### config.mk
export PLATFORM = sky130hd
export DESIGN_NAME = packed_6bit_string_decoder_flat
export DESIGN_NICKNAME = d
export VERILOG_FILES = /design/src/rtl/core/p6sd_pkg.sv /design/src/rtl/core/p6sd_if.sv /design/src/rtl/core/packed_6bit_string_decoder.sv /design/src/rtl/core/p6sd_decode.sv /design/src/rtl/core/p6sd_res_fifo.sv /design/src/flat_wrapper.sv
export SDC_FILE = /design/constraint.sdc
export NUM_CORES = 1
export LEC_CHECK = 0
export BUFFER_PORTS_ARGS = -buffer_cell sky130_fd_sc_hd__buf_2
export CAP_MARGIN = 40
export CELL_PAD_IN_SITES_DETAIL_PLACEMENT = 0
export CELL_PAD_IN_SITES_GLOBAL_PLACEMENT = 1
export CORE_ASPECT_RATIO = 1.25
export CORE_UTILIZATION = 49
export CTS_CLUSTER_DIAMETER = 40
export DETAILED_ROUTE_END_ITERATION = 10
export GPL_TIMING_DRIVEN = 0
export PLACE_DENSITY = 0.88
export SKIP_CTS_REPAIR_TIMING = 1
export SLEW_MARGIN = 20
export SYNTH_ARGS = -nofsm -noshare
export SYNTH_HDL_FRONTEND = slang
export SYNTH_SLANG_ARGS = --single-unit
export TNS_END_PERCENT = 10
### constraint.sdc
create_clock -name clk_i -period 8.2 [get_ports clk_i]
set_input_delay 0.82 -clock clk_i [delete_from_list [all_inputs] [get_ports clk_i]]
set_output_delay 0.82 -clock clk_i [all_outputs]
set_load 0.02 [all_outputs]
### src/rtl/core/p6sd_pkg.sv
// Package for the packed 6-bit string decoder: result kinds, result record,
// push bundle and the 6-bit code to ASCII map. No dependencies.
`timescale 1ns / 1ps

package p6sd_pkg;

  localparam int unsigned LenMaxBytes = 10;   // longest LEB128 length prefix
  localparam int unsigned ResDepth    = 4;    // result queue entries (power of two, >= 2)
  localparam int unsigned LenWidth    = 64;

  typedef enum logic [1:0] {
    KIND_CHAR  = 2'd0,
    KIND_EMPTY = 2'd1,
    KIND_LONG  = 2'd2
  } kind_e;

  typedef struct packed {
    kind_e      kind;
    logic [6:0] char_value;
    logic       last;
  } res_t;

  // up to two results from one input byte, in order r0 then r1
  typedef struct packed {
    logic v0;
    logic v1;
    res_t r0;
    res_t r1;
  } push_t;

  // 0-9, '|', ',', A-V, then a onward
  function automatic logic [6:0] ascii_of(input logic [5:0] code);
    logic [6:0] c;
    c = {1'b0, code};
    case (code) inside
      [6'd0 : 6'd9]:   ascii_of = c + 7'h30;
      6'd10:           ascii_of = 7'h7C;
      6'd11:           ascii_of = 7'h2C;
      [6'd12 : 6'd33]: ascii_of = c + 7'h35;
      default:         ascii_of = c + 7'h3F;
    endcase
  endfunction

endpackage

### src/rtl/core/p6sd_if.sv
// Request channels of the packed 6-bit string decoder: input byte and result.
// Valid/ready handshake; no package dependency.
`timescale 1ns / 1ps

interface p6sd_in_if;
  logic       valid;
  logic       ready;
  logic [7:0] in_byte;

  modport source (output valid, output in_byte, input ready);
  modport sink   (input valid, input in_byte, output ready);
endinterface

interface p6sd_out_if;
  logic       valid;
  logic       ready;
  logic [1:0] kind;
  logic [6:0] char_value;
  logic       last;

  modport source (output valid, output kind, output char_value, output last, input ready);
  modport sink   (input valid, input kind, input char_value, input last, output ready);
endinterface

### src/rtl/core/packed_6bit_string_decoder.sv
// Top level of the packed 6-bit string decoder.
// Depends on p6sd_pkg, p6sd_if, p6sd_decode and p6sd_res_fifo.
//
//   channel  dir  payload                      request accepted when
//   in_i     in   in_byte[7:0]                 valid && ready
//   out_o    out  kind[1:0] char_value[6:0]    valid && ready
//                 last
//
// A byte is decoded in the cycle it is accepted; its results (0..2) enter the
// result queue at that edge and can leave from the next cycle, one per cycle.
// Input ready depends only on the queue having room for two results, so one
// byte per cycle is taken while output keeps up; bytes giving two results are
// limited by the single output port. Reset clears the decode state and queue.
`timescale 1ns / 1ps

module packed_6bit_string_decoder
  import p6sd_pkg::*;
#(
  parameter int unsigned ResQueueDepth = ResDepth
) (
  input  logic         clk_i,
  input  logic         rst_ni,
  p6sd_in_if.sink      in_i,
  p6sd_out_if.source   out_o
);

  push_t push;
  logic  room2;
  logic  take;
  res_t  res;

  assign in_i.ready = room2;
  assign take       = in_i.valid && room2;

  p6sd_decode u_decode (
    .clk_i  (clk_i),
    .rst_ni (rst_ni),
    .take_i (take),
    .byte_i (in_i.in_byte),
    .push_o (push)
  );

  p6sd_res_fifo #(
    .Depth (ResQueueDepth)
  ) u_res_fifo (
    .clk_i   (clk_i),
    .rst_ni  (rst_ni),
    .push_i  (push),
    .room2_o (room2),
    .valid_o (out_o.valid),
    .ready_i (out_o.ready),
    .res_o   (res)
  );

  assign out_o.kind       = res.kind;
  assign out_o.char_value = res.char_value;
  assign out_o.last       = res.last;

endmodule

### src/rtl/core/p6sd_decode.sv
// Decoder state and one-pass byte step: LEB128 length, then 6-bit unpacking.
// Depends on p6sd_pkg.
`timescale 1ns / 1ps

module p6sd_decode
  import p6sd_pkg::*;
(
  input  logic        clk_i,
  input  logic        rst_ni,
  input  logic        take_i,
  input  logic [7:0]  byte_i,
  output push_t       push_o
);

  localparam int unsigned CntW = $clog2(LenMaxBytes);

  logic                payload_q, payload_d;
  logic [CntW-1:0]     lcnt_q, lcnt_d;
  logic [LenWidth-1:0] length_q, length_d;
  logic [LenWidth-1:0] chars_q, chars_d;
  logic [3:0]          bit_acc_q, bit_acc_d;
  logic [2:0]          bc_q, bc_d;      // held bits: 0, 2 or 4

  logic [6:0]          shamt7;
  logic [LenWidth-1:0] len_new;
  logic [11:0]         acc_w;
  logic [3:0]          cnt_w;
  logic                two;
  logic [LenWidth-1:0] chars_rem;

  always_comb begin
    payload_d = payload_q;
    lcnt_d    = lcnt_q;
    length_d  = length_q;
    chars_d   = chars_q;
    bit_acc_d = bit_acc_q;
    bc_d      = bc_q;
    push_o    = '0;

    shamt7    = {lcnt_q, 3'b000} - 7'(lcnt_q);   // lcnt * 7
    len_new   = length_q | (LenWidth'(byte_i[6:0]) << shamt7[5:0]);
    acc_w     = 12'(bit_acc_q) | (12'(byte_i) << bc_q);
    cnt_w     = 4'(bc_q) + 4'd8;
    two       = (cnt_w >= 4'd12) && (chars_q[LenWidth-1:1] != '0);
    chars_rem = chars_q - (two ? LenWidth'(2) : LenWidth'(1));

    if (take_i) begin
      if (!payload_q) begin
        if (!byte_i[7]) begin
          length_d = '0;
          lcnt_d   = '0;
          if (len_new == '0) begin
            push_o.v0 = 1'b1;
            push_o.r0 = '{kind: KIND_EMPTY, char_value: 7'd0, last: 1'b1};
          end else begin
            chars_d   = len_new;
            bit_acc_d = '0;
            bc_d      = '0;
            payload_d = 1'b1;
          end
        end else if (lcnt_q == CntW'(LenMaxBytes - 1)) begin
          // continuation still set on the last allowed length byte
          length_d  = '0;
          lcnt_d    = '0;
          push_o.v0 = 1'b1;
          push_o.r0 = '{kind: KIND_LONG, char_value: 7'd0, last: 1'b1};
        end else begin
          length_d = len_new;
          lcnt_d   = lcnt_q + CntW'(1);
        end
      end else begin
        // a payload byte always completes at least one character
        push_o.v0 = 1'b1;
        push_o.r0 = '{kind: KIND_CHAR, char_value: ascii_of(acc_w[5:0]),
                      last: (chars_q == LenWidth'(1))};
        if (two) begin
          push_o.v1 = 1'b1;
          push_o.r1 = '{kind: KIND_CHAR, char_value: ascii_of(acc_w[11:6]),
                        last: (chars_q == LenWidth'(2))};
        end
        if (chars_rem == '0) begin
          payload_d = 1'b0;
          chars_d   = '0;
          bit_acc_d = '0;
          bc_d      = '0;
        end else begin
          chars_d = chars_rem;
          if (two) begin
            bit_acc_d = '0;
            bc_d      = '0;
          end else begin
            bit_acc_d = acc_w[9:6];
            bc_d      = 3'(cnt_w - 4'd6);
          end
        end
      end
    end
  end

  always_ff @(posedge clk_i or negedge rst_ni) begin
    if (!rst_ni) begin
      payload_q <= 1'b0;
      lcnt_q    <= '0;
      length_q  <= '0;
      chars_q   <= '0;
      bit_acc_q <= '0;
      bc_q      <= '0;
    end else begin
      payload_q <= payload_d;
      lcnt_q    <= lcnt_d;
      length_q  <= length_d;
      chars_q   <= chars_d;
      bit_acc_q <= bit_acc_d;
      bc_q      <= bc_d;
    end
  end

endmodule

### src/rtl/core/p6sd_res_fifo.sv
// Result queue: takes up to two results per cycle, hands out one per cycle while ready_i is high.
// Depends on p6sd_pkg.
`timescale 1ns / 1ps

module p6sd_res_fifo
  import p6sd_pkg::*;
#(
  parameter int unsigned Depth = ResDepth
) (
  input  logic  clk_i,
  input  logic  rst_ni,
  input  push_t push_i,
  output logic  room2_o,     // space for two more results
  output logic  valid_o,
  input  logic  ready_i,
  output res_t  res_o
);

  localparam int unsigned PtrW = $clog2(Depth);
  localparam int unsigned CntW = $clog2(Depth + 1);

  res_t            mem_q [Depth];
  logic [PtrW-1:0] wp_q, rp_q;
  logic [CntW-1:0] cnt_q;
  logic            pop;
  logic [1:0]      n_push;
  logic [PtrW-1:0] wp1;

  assign valid_o = (cnt_q != '0);
  assign res_o   = mem_q[rp_q];
  assign room2_o = (cnt_q <= CntW'(Depth - 2));
  assign pop     = valid_o && ready_i;
  assign wp1     = wp_q + PtrW'(1);
  assign n_push  = 2'(push_i.v0) + 2'(push_i.v1);

  always_ff @(posedge clk_i) begin
    if (push_i.v0) mem_q[wp_q] <= push_i.r0;
    if (push_i.v1) mem_q[wp1]  <= push_i.r1;
  end

  always_ff @(posedge clk_i or negedge rst_ni) begin
    if (!rst_ni) begin
      wp_q  <= '0;
      rp_q  <= '0;
      cnt_q <= '0;
    end else begin
      wp_q  <= wp_q + PtrW'(n_push);
      if (pop) rp_q <= rp_q + PtrW'(1);
      cnt_q <= cnt_q + CntW'(n_push) - CntW'(pop);
    end
  end

endmodule
### src/flat_wrapper.sv
// flat-port wrapper written by rule: the top's interface ports become plain ports
module packed_6bit_string_decoder_flat import p6sd_pkg::*;
#(
  parameter int unsigned ResQueueDepth = ResDepth
)
  (clk_i, rst_ni, in_i_valid, in_i_in_byte, in_i_ready, out_o_valid, out_o_kind, out_o_char_value, out_o_last, out_o_ready);
  p6sd_in_if in_i_i ();
  p6sd_out_if out_o_i ();
  input  logic clk_i;
  input  logic rst_ni;
  input wire logic [$bits(in_i_i.valid)-1:0] in_i_valid;
  input wire logic [$bits(in_i_i.in_byte)-1:0] in_i_in_byte;
  output wire logic [$bits(in_i_i.ready)-1:0] in_i_ready;
  output wire logic [$bits(out_o_i.valid)-1:0] out_o_valid;
  output wire logic [$bits(out_o_i.kind)-1:0] out_o_kind;
  output wire logic [$bits(out_o_i.char_value)-1:0] out_o_char_value;
  output wire logic [$bits(out_o_i.last)-1:0] out_o_last;
  input wire logic [$bits(out_o_i.ready)-1:0] out_o_ready;
  assign in_i_i.valid = in_i_valid;
  assign in_i_i.in_byte = in_i_in_byte;
  assign in_i_ready = in_i_i.ready;
  assign out_o_valid = out_o_i.valid;
  assign out_o_kind = out_o_i.kind;
  assign out_o_char_value = out_o_i.char_value;
  assign out_o_last = out_o_i.last;
  assign out_o_i.ready = out_o_ready;
  packed_6bit_string_decoder #(.ResQueueDepth(ResQueueDepth)) u_core (.clk_i(clk_i), .rst_ni(rst_ni), .in_i(in_i_i), .out_o(out_o_i));
endmodule
* Word-level counts from Yosys, hierarchy flattened
Memories as Yosys holds them, arrays and structs flattened.
Index checks and enable logic that the tools add are counted.
** Word-level totals
- Register bits after elaboration :: 147
- Bits in writable memories :: 40
- Bits of input ports :: 12
- Output and inout bits :: 12
- Logic and storage cells :: 112
- Memories :: 1
** Operators by class
- Add/subtract/negate cells :: 17
- Magnitude comparators :: 10
- Eq/ne operators :: 9
- Shift operators :: 2
- Multiplexer cells :: 48
- Bitwise operators :: 3
- Reductions and logical operators :: 13
** Memory list
- u_core.u_res_fifo.mem_q :: words 4, width 10, rd ports 1, clocked after memory_dff 0, write ports 2, RTL line p6sd_res_fifo.sv:22 : res_t mem_q [Depth];
** Operator list (count)
- 2-to-1 mux 64 bit :: 6
- logical NOT 64 bit :: 2
- equality test 64 x 1 -> 1 bit, second input constant :: 1
- equality test 64 x 2 -> 1 bit, second input constant :: 1
- OR 64 bit :: 1
- << shifter 7 x 6 -> 64 bit :: 1
- subtractor 64 x 2 -> 64 bit :: 1
- nonzero test 63 bit :: 1
- 2-to-1 mux 7 bit :: 8
- adder 6 x 6 -> 7 bit, second input constant :: 6
- 2-to-1 mux 10 bit :: 4
- 2-to-1 mux 4 bit :: 7
- equality test 6 x 4 -> 1 bit, second input constant :: 4
- 2-to-1 mux 22 bit :: 1
- 2-to-1 mux 3 bit :: 5
- 2-to-1 mux 1 bit :: 14
- greater-or-equal comparator 6 x 1 -> 1 bit, second input constant :: 2
- greater-or-equal comparator 6 x 4 -> 1 bit, second input constant :: 2
- less-or-equal comparator 6 x 4 -> 1 bit, second input constant :: 2
- less-or-equal comparator 6 bit, second input constant :: 2
- OR 4 x 12 -> 12 bit :: 1
- << shifter 8 x 3 -> 12 bit :: 1
- 2-to-1 mux 9 bit :: 1
- 2-to-1 mux 8 bit :: 1
- 20 further kinds :: 27

* Logic depth before layout (Yosys ltp)
Gate-level depths: netlist of the first run.
- Depth in word-level cells :: 14
- Gate-level depth with buffers :: 27

* Hierarchy
A second synthesis of the first run with hierarchy kept.
** Second synthesis, totals
- Cell total of the unflattened synthesis :: 1473
- Area total of the unflattened synthesis :: 13274.0 µm²
** Modules (own cells, without submodules)
- p6sd_decode :: times used 1, cells an instance 1335, area each 10849.2 µm²
- p6sd_res_fifo :: times used 1, cells an instance 137, area each 2418.6 µm²
- packed_6bit_string_decoder :: times used 1, cells an instance 1, area each 6.3 µm²

* Worst setup path after synthesis of the first run
No wires, ideal clock.
- Path type :: reg-to-reg
- From :: reg u_core.u_decode.chars_q[5]
- To :: reg u_core.u_decode.chars_q[16]
- Data arrival time :: 6.550 ns
- Data required time :: 8.074 ns
- Path slack :: 1.524 ns
- Cell stages (with the launch flop) :: 28
- Path buffers :: 9
- Cell sequence :: dfrtp_1 > clkbuf_1 > nor3_1 > nand4_1 > clkbuf_1 > buf_1 > clkbuf_1 > nor3_1 > a31oi_1 > inv_1 > ha_1 > inv_1 > fa_1 > or4_1 > buf_2 > or3_1 > buf_2 > or3_1 > buf_2 > nor4_1 > xor2_1 > or4_1 > or4_4 > nand2_1 > buf_4 > buf_6 > o21ai_1 > a221o_1
** On the way
- Word-level cells in the longest chain between the ends :: 7
** Ends and longest elaborated chain
- start: declaration :: RTL line p6sd_decode.sv:20 : logic [LenWidth-1:0] chars_q, chars_d;
- start signal: assignment :: RTL line p6sd_decode.sv:112 : chars_q <= chars_d;
- nonzero test 63 bit :: RTL line p6sd_decode.sv:44 : two = (cnt_w >= 4'd12) && (chars_q[LenWidth-1:1] != '0);
- logical AND 1 bit :: RTL line p6sd_decode.sv:44
- 2-to-1 mux 2 bit :: RTL line p6sd_decode.sv:45 : chars_rem = chars_q - (two ? LenWidth'(2) : LenWidth'(1));
- subtractor 64 x 2 -> 64 bit (*) :: RTL line p6sd_decode.sv:45
- logical NOT 64 bit :: RTL line p6sd_decode.sv:81 : if (chars_rem == '0) begin
- 2-to-1 mux 64 bit (*) :: RTL line p6sd_decode.sv:81
- 2-to-1 mux 64 bit (*) :: RTL line p6sd_decode.sv:48 : if (!payload_q) begin
Mark *: on every way between the ends. The rest lies on a longest branch, timed or not.
A chain may end at the register's enable or synchronous reset.

* Final worst setup path of the first run
- From :: reg u_core.u_decode.chars_q[12]
- To :: reg u_core.u_decode.chars_q[7]
The elaborated chain is that of the path after synthesis.

==> impl_metrics.env, run 1 <==
export IMPL_status="completed"
export IMPL_path_clk_slew_ps=80
export IMPL_htree_num_levels=4
export IMPL_cp_arrival_ps=8280
export IMPL_finalSetupTns_ps=0
export IMPL_leakagePower_nw=5.67
export IMPL_worstPathRequired_ps=8500
export IMPL_setup_slack_ps=221
export IMPL_synth_commonest_cells="dfrtp_1 (146), nand2_1 (139), nor2_1 (125)"
export IMPL_core_area_um2=26100
export IMPL_drt_wl_total_um=54300
export IMPL_synth_most_common_cell="dfrtp_1"
export IMPL_io_buffer_count=21
export IMPL_die_x_um=148
export IMPL_pin_count=24
export IMPL_pre_cts_slack_ps=-198
export IMPL_drtIter0Drc=1666
export IMPL_grt_max_degree=80
export IMPL_grt_pass1_vias=13300
export IMPL_place_inst=1922
export IMPL_synth_fp_nets=1592
export IMPL_power_mw=3.38
export IMPL_antenna_found_initial=0
export IMPL_syn_avg_cell_area_um2=8.42
export IMPL_power_share_combinational_pct=41.0
export IMPL_max_clock_freq_ghz=0.125
export IMPL_clk_path_buf_depth=2
export IMPL_cp_start_kind="register"
export IMPL_place_congestion=1.02
export IMPL_root_buffer="clkbuf_16"
export IMPL_fin_crit_sh_pct=97.3
export IMPL_ant_nets=0
export IMPL_drc_errors=0
export IMPL_die_h_um=185
export IMPL_vias_per_cell=7.01
export IMPL_synth_edf_count=32
export IMPL_synth_ff_type="dfrtp_1"
export IMPL_postPlaceCellArea_um2=13700
export IMPL_syn2layout_area_growth_pct=10.0
export IMPL_cts_sinks=186
export IMPL_cts_tree="done"
export IMPL_period_minus_slack_ps=7980
export IMPL_worst_clock_skew_ps=17.5
export IMPL_ys_warnings_count=0
export IMPL_wire_per_inst_um=27.7
export IMPL_vias=13700
export IMPL_irDropWorstVdd_mv=0.156
export IMPL_grtUsageTotal_pct=40.4
export IMPL_hold_viol_final=0
export IMPL_die_area_um2=27400
export IMPL_clock_latency_ps=450
export IMPL_worst_slew_pin_slew_ps=930
export IMPL_holdCritPathClass="in -> async"
export IMPL_rsz0062_at_grt="no"
export IMPL_start_util_pct=50.1
export IMPL_antennaDiodeCount=0
export IMPL_cp_end_kind="register"
export IMPL_cts_buffers_inserted=17
export IMPL_synth_seq_cells=186
export IMPL_power_frac_seq_pct=32.9
export IMPL_synth_area_leader_cell="dfrtp_1"
export IMPL_setup_viol=0
export IMPL_postLayoutCellArea_um2=14400
export IMPL_fin_nets=1645
export IMPL_drt_first_pass_iters=6
export IMPL_synth_seq_area_share_pct=36.5
export IMPL_synth_area_um2=13100
export IMPL_dp_hpwl_um=40700
export IMPL_rows=66
export IMPL_layout_cells_non_filler=1960
export IMPL_fin_util_pct=55.2
export IMPL_drv_slew=0
export IMPL_synthDistinctLibCells=88
export IMPL_cp_max_fo=10
export IMPL_slew_headroom_pct=38.0
export IMPL_fin_hold_ws_ps=337
export IMPL_synth_top_area_share_pct=27.9
export IMPL_synthArstFlopShare_pct=78.5
export IMPL_switchingPower_mw=1.42
export IMPL_synth_area_leaders="dfrtp_1 (28%), edfxtp_1 (7.3%), a21oi_1 (4.7%)"
export IMPL_p_per_area_nw_per_um2=235
export IMPL_drv_cap=0
export IMPL_fillers=2499
export IMPL_clkPwrFrac_pct=26.1
export IMPL_syn_inst=1554
export IMPL_path_class="reg -> reg"
export IMPL_swShare_pct=42.1
export IMPL_grt_pass1_wl_um=81800
export IMPL_drive_gt1_share_pct=9.26
export IMPL_intPower_mw=1.96
export IMPL_gr_total_overflow=0
==> worst max-delay path: stages (launching register included) <==
cell       delay (ps)
dfrtp_1           360
clkbuf_1          260
nor4_2            370
nand4_1           170
clkbuf_1          290
clkbuf_2          290
clkbuf_2          270
nor3_1            270
a31oi_1           240
inv_1             250
ha_1              220
inv_1              70
fa_1              480
or4_1             540
buf_2             200
or3_1             310
buf_2             180
or3_1             310
buf_2             220
nor4_4            290
xor2_1            130
or4_1             560
or4_4             540
nand2_1           100
buf_4             250
clkbuf_4          340
o21ai_0           150
o2bb2ai_1         170
==> flip-flops by register name, indices dropped and copies added (netlist names) <==
name / count
u_core.u_decode.chars_q: 64
u_core.u_decode.bc_q: 2
u_core.u_decode.bit_acc_q: 4
u_core.u_res_fifo.mem_q: 40
u_core.u_decode.payload_q: 1
u_core.u_res_fifo.cnt_q: 3
u_core.u_decode.lcnt_q: 4
u_core.u_decode.length_q: 64
u_core.u_res_fifo.rp_q: 2
u_core.u_res_fifo.wp_q: 2
==> path summary, 6_finish.rpt <==
check | from | to | slack (ps) | cells after the start
worst max register to register | u_core.u_decode.chars_q[12] | u_core.u_decode.chars_q[7] | 220 | 27
max in group asynchronous | rst_ni | u_core.u_decode.length_q[15] | 7030 | 2
worst min register to register | u_core.u_res_fifo.mem_q[3][9] | u_core.u_res_fifo.mem_q[3][9] | 480 | 2
worst min-delay path | rst_ni | u_core.u_res_fifo.rp_q[0] | 340 | 1
min in group clk_i | u_core.u_res_fifo.mem_q[3][9] | u_core.u_res_fifo.mem_q[3][9] | 480 | 2
worst max-delay path | u_core.u_decode.chars_q[12] | u_core.u_decode.chars_q[7] | 220 | 27
==> logic make-up (layout without fill, tap and decap cells) <==
family	Yosys count	count (layout)	share of synthesized area, %
DFF	186	186	36.5
buffers and inverters	157	223	5.05
muxes	41	41	4.51
adders and majority gates	26	26	2.72
AOI/OAI and AO/OA	497	497	25.0
and+or+nand+nor	615	615	24.1
xor gates and xnor gates	32	32	2.14
==> power groups by stage <==
| stage | clock network [mW] | logic, mW | registers (mW) |
|---|---|---|---|
| 2_1_floorplan | 0 | 0.959 | 1.10 |
| 3_3_place_gp | 0 | 1.31 | 1.12 |
| 3_5_place_dp | 0 | 1.34 | 1.13 |
| 4_1_cts | 0.878 | 1.35 | 1.11 |
| 5_1_grt | 0.909 | 1.52 | 1.12 |
| 6_report | 0.881 | 1.38 | 1.11 |
==> area by class of cell <==
cell class / instances / area [µm²] / area share [%]
Clock inverter: 13 / 138 / 0.956
Timing Repair Buffer: 34 / 219 / 1.52
Tap cell: 340 / 425 / 2.95
Clock buffer: 19 / 475 / 3.30
Inverter: 41 / 154 / 1.07
Multi-Input combinational cell: 1211 / 7700 / 53.5
Sequential cell: 186 / 4770 / 33.2
Buffer: 116 / 514 / 3.57
==> placed cells by master, fill, tap and decap left out, types with 9 or more instances in the layout <==
master | synthesis | layout
a22o_1 | 39 | 39
mux2i_1 | 16 | 16
inv_1 | 39 | 39
or4_1 | 13 | 13
o22ai_1 | 50 | 50
a21oi_1 | 122 | 122
buf_2 | 21 | 46
clkbuf_1 | 78 | 77
nor2b_1 | 15 | 15
edfxtp_1 | 32 | 32
a21o_1 | 9 | 9
nor2_1 | 125 | 125
and3_1 | 11 | 11
nor4_1 | 47 | 44
a211oi_1 | 11 | 11
ha_1 | 22 | 22
nand2_1 | 139 | 139
mux4_2 | 13 | 13
xnor2_1 | 22 | 22
nor3_1 | 64 | 63
o21ai_0 | 106 | 106
clkbuf_16 | 0 | 19
mux2_2 | 11 | 11
nand3_1 | 60 | 60
or3_1 | 32 | 32
o21ai_1 | 9 | 9
xor2_1 | 10 | 10
or2_2 | 10 | 10
o32ai_1 | 14 | 14
and2_1 | 19 | 19
a31oi_1 | 23 | 23
o211ai_1 | 9 | 9
o31ai_1 | 13 | 13
dfrtp_1 | 146 | 146
nand4_1 | 27 | 27
==> routing by layer <==
layer / track usage (%) / share of wire (%)
met5: 0 / 0
met4: 24.9 / 6.1
met3: 9.88 / 10
met2: 63.3 / 45
met1: 49.9 / 38
No activity file was read; power rests on OpenSTA's default activity.
==> inputs of run 2 (changes only) <==
--- a/config.mk
+++ b/config.mk
@@ -10,7 +10,7 @@
 export CELL_PAD_IN_SITES_DETAIL_PLACEMENT = 0
 export CELL_PAD_IN_SITES_GLOBAL_PLACEMENT = 1
 export CORE_ASPECT_RATIO = 1.25
-export CORE_UTILIZATION = 49
+export CORE_UTILIZATION = 50
 export CTS_CLUSTER_DIAMETER = 40
 export DETAILED_ROUTE_END_ITERATION = 10
 export GPL_TIMING_DRIVEN = 0
@@ -19,5 +19,6 @@
 export SLEW_MARGIN = 20
 export SYNTH_ARGS = -nofsm -noshare
 export SYNTH_HDL_FRONTEND = slang
+export SYNTH_HIERARCHICAL = 1
 export SYNTH_SLANG_ARGS = --single-unit
 export TNS_END_PERCENT = 10
==> impl_metrics.env, run 2 <==
export IMPL_cp_arrival_ps=8070
export IMPL_p_per_area_nw_per_um2=437
export IMPL_syn_avg_cell_area_um2=9.01
export IMPL_status="completed"
export IMPL_gr_total_overflow=0
export IMPL_hold_viol_final=0
export IMPL_r2r_slack_ps=420
export IMPL_dp_hpwl_um=39500
export IMPL_grt_max_degree=83
export IMPL_synth_most_common_cell="dfrtp_1"
export IMPL_rr_endpoint="u_core/u_decode/payload_q"
export IMPL_ant_nets=0
export IMPL_final_cell_mix="dfrtp_1 (146), nor2_1 (144), a21oi_1 (113), nand2_1 (95), o21ai_0 (71)"
export IMPL_path_class="reg -> reg"
export IMPL_drv_cap=0
export IMPL_io_buffer_count=21
export IMPL_core_area_um2=26000
export IMPL_switchingPower_mw=3.38
export IMPL_swShare_pct=53.1
export IMPL_drive_gt1_share_pct=15.1
export IMPL_synth_area_leaders="dfrtp_1 (28%), edfxtp_1 (9.0%), mux2_2 (4.3%)"
export IMPL_period_minus_slack_ps=7780
export IMPL_synth_top_area_share_pct=27.5
export IMPL_synthArstFlopShare_pct=78.5
export IMPL_syn_inst=1473
export IMPL_synthDistinctLibCells=94
export IMPL_setup_slack_ps=422
export IMPL_clkPwrFrac_pct=13.9
export IMPL_cts_tree="done"
export IMPL_synth_seq_area_share_pct=36.6
export IMPL_pin_count=24
export IMPL_fin_util_pct=56.0
export IMPL_vias=12900
export IMPL_antenna_found_initial=1
export IMPL_reg_largest_list="u_core/u_decode/chars_q: 64 flops, u_core/u_decode/length_q: 64 flops, u_core/u_res_fifo/mem_q: 40 flops"
export IMPL_holdCritPathClass="in -> async"
export IMPL_clk_path_buf_depth=2
export IMPL_fillers=2372
export IMPL_root_buffer="clkbuf_16"
export IMPL_worst_clock_skew_ps=13.9
export IMPL_synth_ff_type="dfrtp_1"
export IMPL_start_util_pct=51.0
export IMPL_fin_crit_sh_pct=94.9
export IMPL_cp_max_fo=9
export IMPL_leakagePower_nw=5.85
export IMPL_cp_end_kind="register"
export IMPL_synth_edf_count=40
export IMPL_grt_pass1_vias=12400
export IMPL_postLayoutCellArea_um2=14600
export IMPL_postPlaceCellArea_um2=13900
export IMPL_final_common_cell="dfrtp_1"
export IMPL_synth_area_um2=13300
export IMPL_irDropWorstVdd_mv=0.238
export IMPL_grtUsageTotal_pct=39.9
export IMPL_slew_headroom_pct=31.3
export IMPL_intPower_mw=2.99
export IMPL_finalSetupTns_ps=0
export IMPL_power_frac_seq_pct=23.0
export IMPL_r2r_start="u_core/u_decode/chars_q[14]"
export IMPL_die_h_um=184
export IMPL_vias_per_cell=6.88
export IMPL_cts_sinks=186
export IMPL_die_x_um=148
export IMPL_drt_first_pass_iters=5
export IMPL_critPathCapture="u_core/u_decode/payload_q"
export IMPL_setup_viol=0
export IMPL_htree_num_levels=4
export IMPL_worstPathRequired_ps=8490
export IMPL_drt_wl_total_um=52700
export IMPL_max_clock_freq_ghz=0.129
export IMPL_power_share_combinational_pct=63.0
export IMPL_worst_slew_pin_slew_ps=1030
export IMPL_synth_seq_cells=186
export IMPL_ys_warnings_count=6
export IMPL_fin_hold_ws_ps=352
export IMPL_drtIter0Drc=1687
export IMPL_drv_slew=0
export IMPL_clock_latency_ps=440
export IMPL_grt_pass1_wl_um=79800
export IMPL_worst_r2r_cell_count=19
export IMPL_synth_commonest_cells="dfrtp_1 (146), nor2_1 (144), a21oi_1 (113)"
export IMPL_path_clk_slew_ps=70
export IMPL_cts_buffers_inserted=17
export IMPL_rows=66
export IMPL_synth_area_leader_cell="dfrtp_1"
export IMPL_syn2layout_area_growth_pct=9.76
export IMPL_place_congestion=0.995
export IMPL_die_area_um2=27200
export IMPL_pre_cts_slack_ps=631
export IMPL_rsz0062_at_grt="no"
export IMPL_cp_start_kind="register"
export IMPL_wire_per_inst_um=28.0
export IMPL_startpoint="u_core/u_decode/chars_q[14]"
export IMPL_drc_errors=0
export IMPL_fin_nets=1566
[run 2: cell families (layout without fill, tap and decap cells)]
| kind of cell | after synthesis | after routing | synth area share [%] |
|---|---|---|---|
| simple gates | 547 | 547 | 21.8 |
| compound gates | 429 | 429 | 22.4 |
| flops | 186 | 186 | 36.6 |
| buf+inv | 158 | 225 | 5.29 |
| mux | 92 | 92 | 8.98 |
| xor+xnor | 34 | 34 | 2.24 |
| fa+ha+maj | 26 | 26 | 2.68 |
| other cells | 1 | 3 | 0.0283 |
[run 2: stage by stage]
stage / total power [mW] / instances
after CTS: 6.22 / 1878
final: 6.37 / 1882
after floorplan: 3.94 / 1474
after detailed placement: 5.31 / 1846
after global routing: 6.66 / 1881
after global placement: 5.25 / 1835
[run 2: final cells by class]
type / instances / area, µm² / share of cell area, %
flip-flops and latches: 186 / 4850 / 33.3
repair buffers: 35 / 220 / 1.51
clock buffers: 19 / 453 / 3.11
diodes: 1 / 2.50 / 0.0172
well taps: 340 / 425 / 2.92
inverters: 57 / 214 / 1.47
clock inverters: 13 / 178 / 1.22
plain buffers: 101 / 488 / 3.35
multi-input cells: 1130 / 7730 / 53.1
[run 2: layer usage]
layer	track usage, %	up-vias	share of wire [%]	routed length [µm]
met4	21.6	0	6.1	3230
met3	6.73	180	9.1	4800
li1	-	5694	-	-
met5	0	-	0	0
met2	63.4	800	45	24000
met1	51.9	6269	39	20800
[run 2: worst max-delay path, stage by stage (launching register included)]
cell and delay [ps]:
dfrtp_1 450, or4_1 510, buf_2 190, or4_1 680, nor4_1 640, nand3_1 150, o32ai_1 350, buf_2 240
ha_1 200, inv_1 60, fa_1 480, nor4_1 630, nand3_1 420, or4b_1 690, xnor2_1 170, or4_4 560
nor4_4 210, nand4_1 240, o21ai_0 640, nand2_1 110
[run 2: worst min-delay path by stage]
| stage | endpoint | startpoint |
|---|---|---|
| floorplan | u_core/u_decode/length_q[37] | u_core/u_decode/length_q[37] |
| global placement | u_core/u_decode/length_q[32] | u_core/u_decode/length_q[32] |
| detailed placement | u_core/u_decode/length_q[32] | u_core/u_decode/length_q[32] |
| CTS | u_core/u_decode/chars_q[24] | rst_ni |
| global route | u_core/u_res_fifo/rp_q[1] | rst_ni |
| finish | u_core/u_res_fifo/rp_q[1] | rst_ni |
[run 2: power groups by stage]
| stage | logic (mW) | registers, mW | clock network [mW] |
|---|---|---|---|
| 2_1_floorplan | 2.55 | 1.39 | 0 |
| 3_3_place_gp | 3.79 | 1.46 | 0 |
| 3_5_place_dp | 3.84 | 1.47 | 0 |
| 4_1_cts | 3.86 | 1.46 | 0.897 |
| 5_1_grt | 4.24 | 1.50 | 0.932 |
| 6_report | 4.01 | 1.47 | 0.888 |
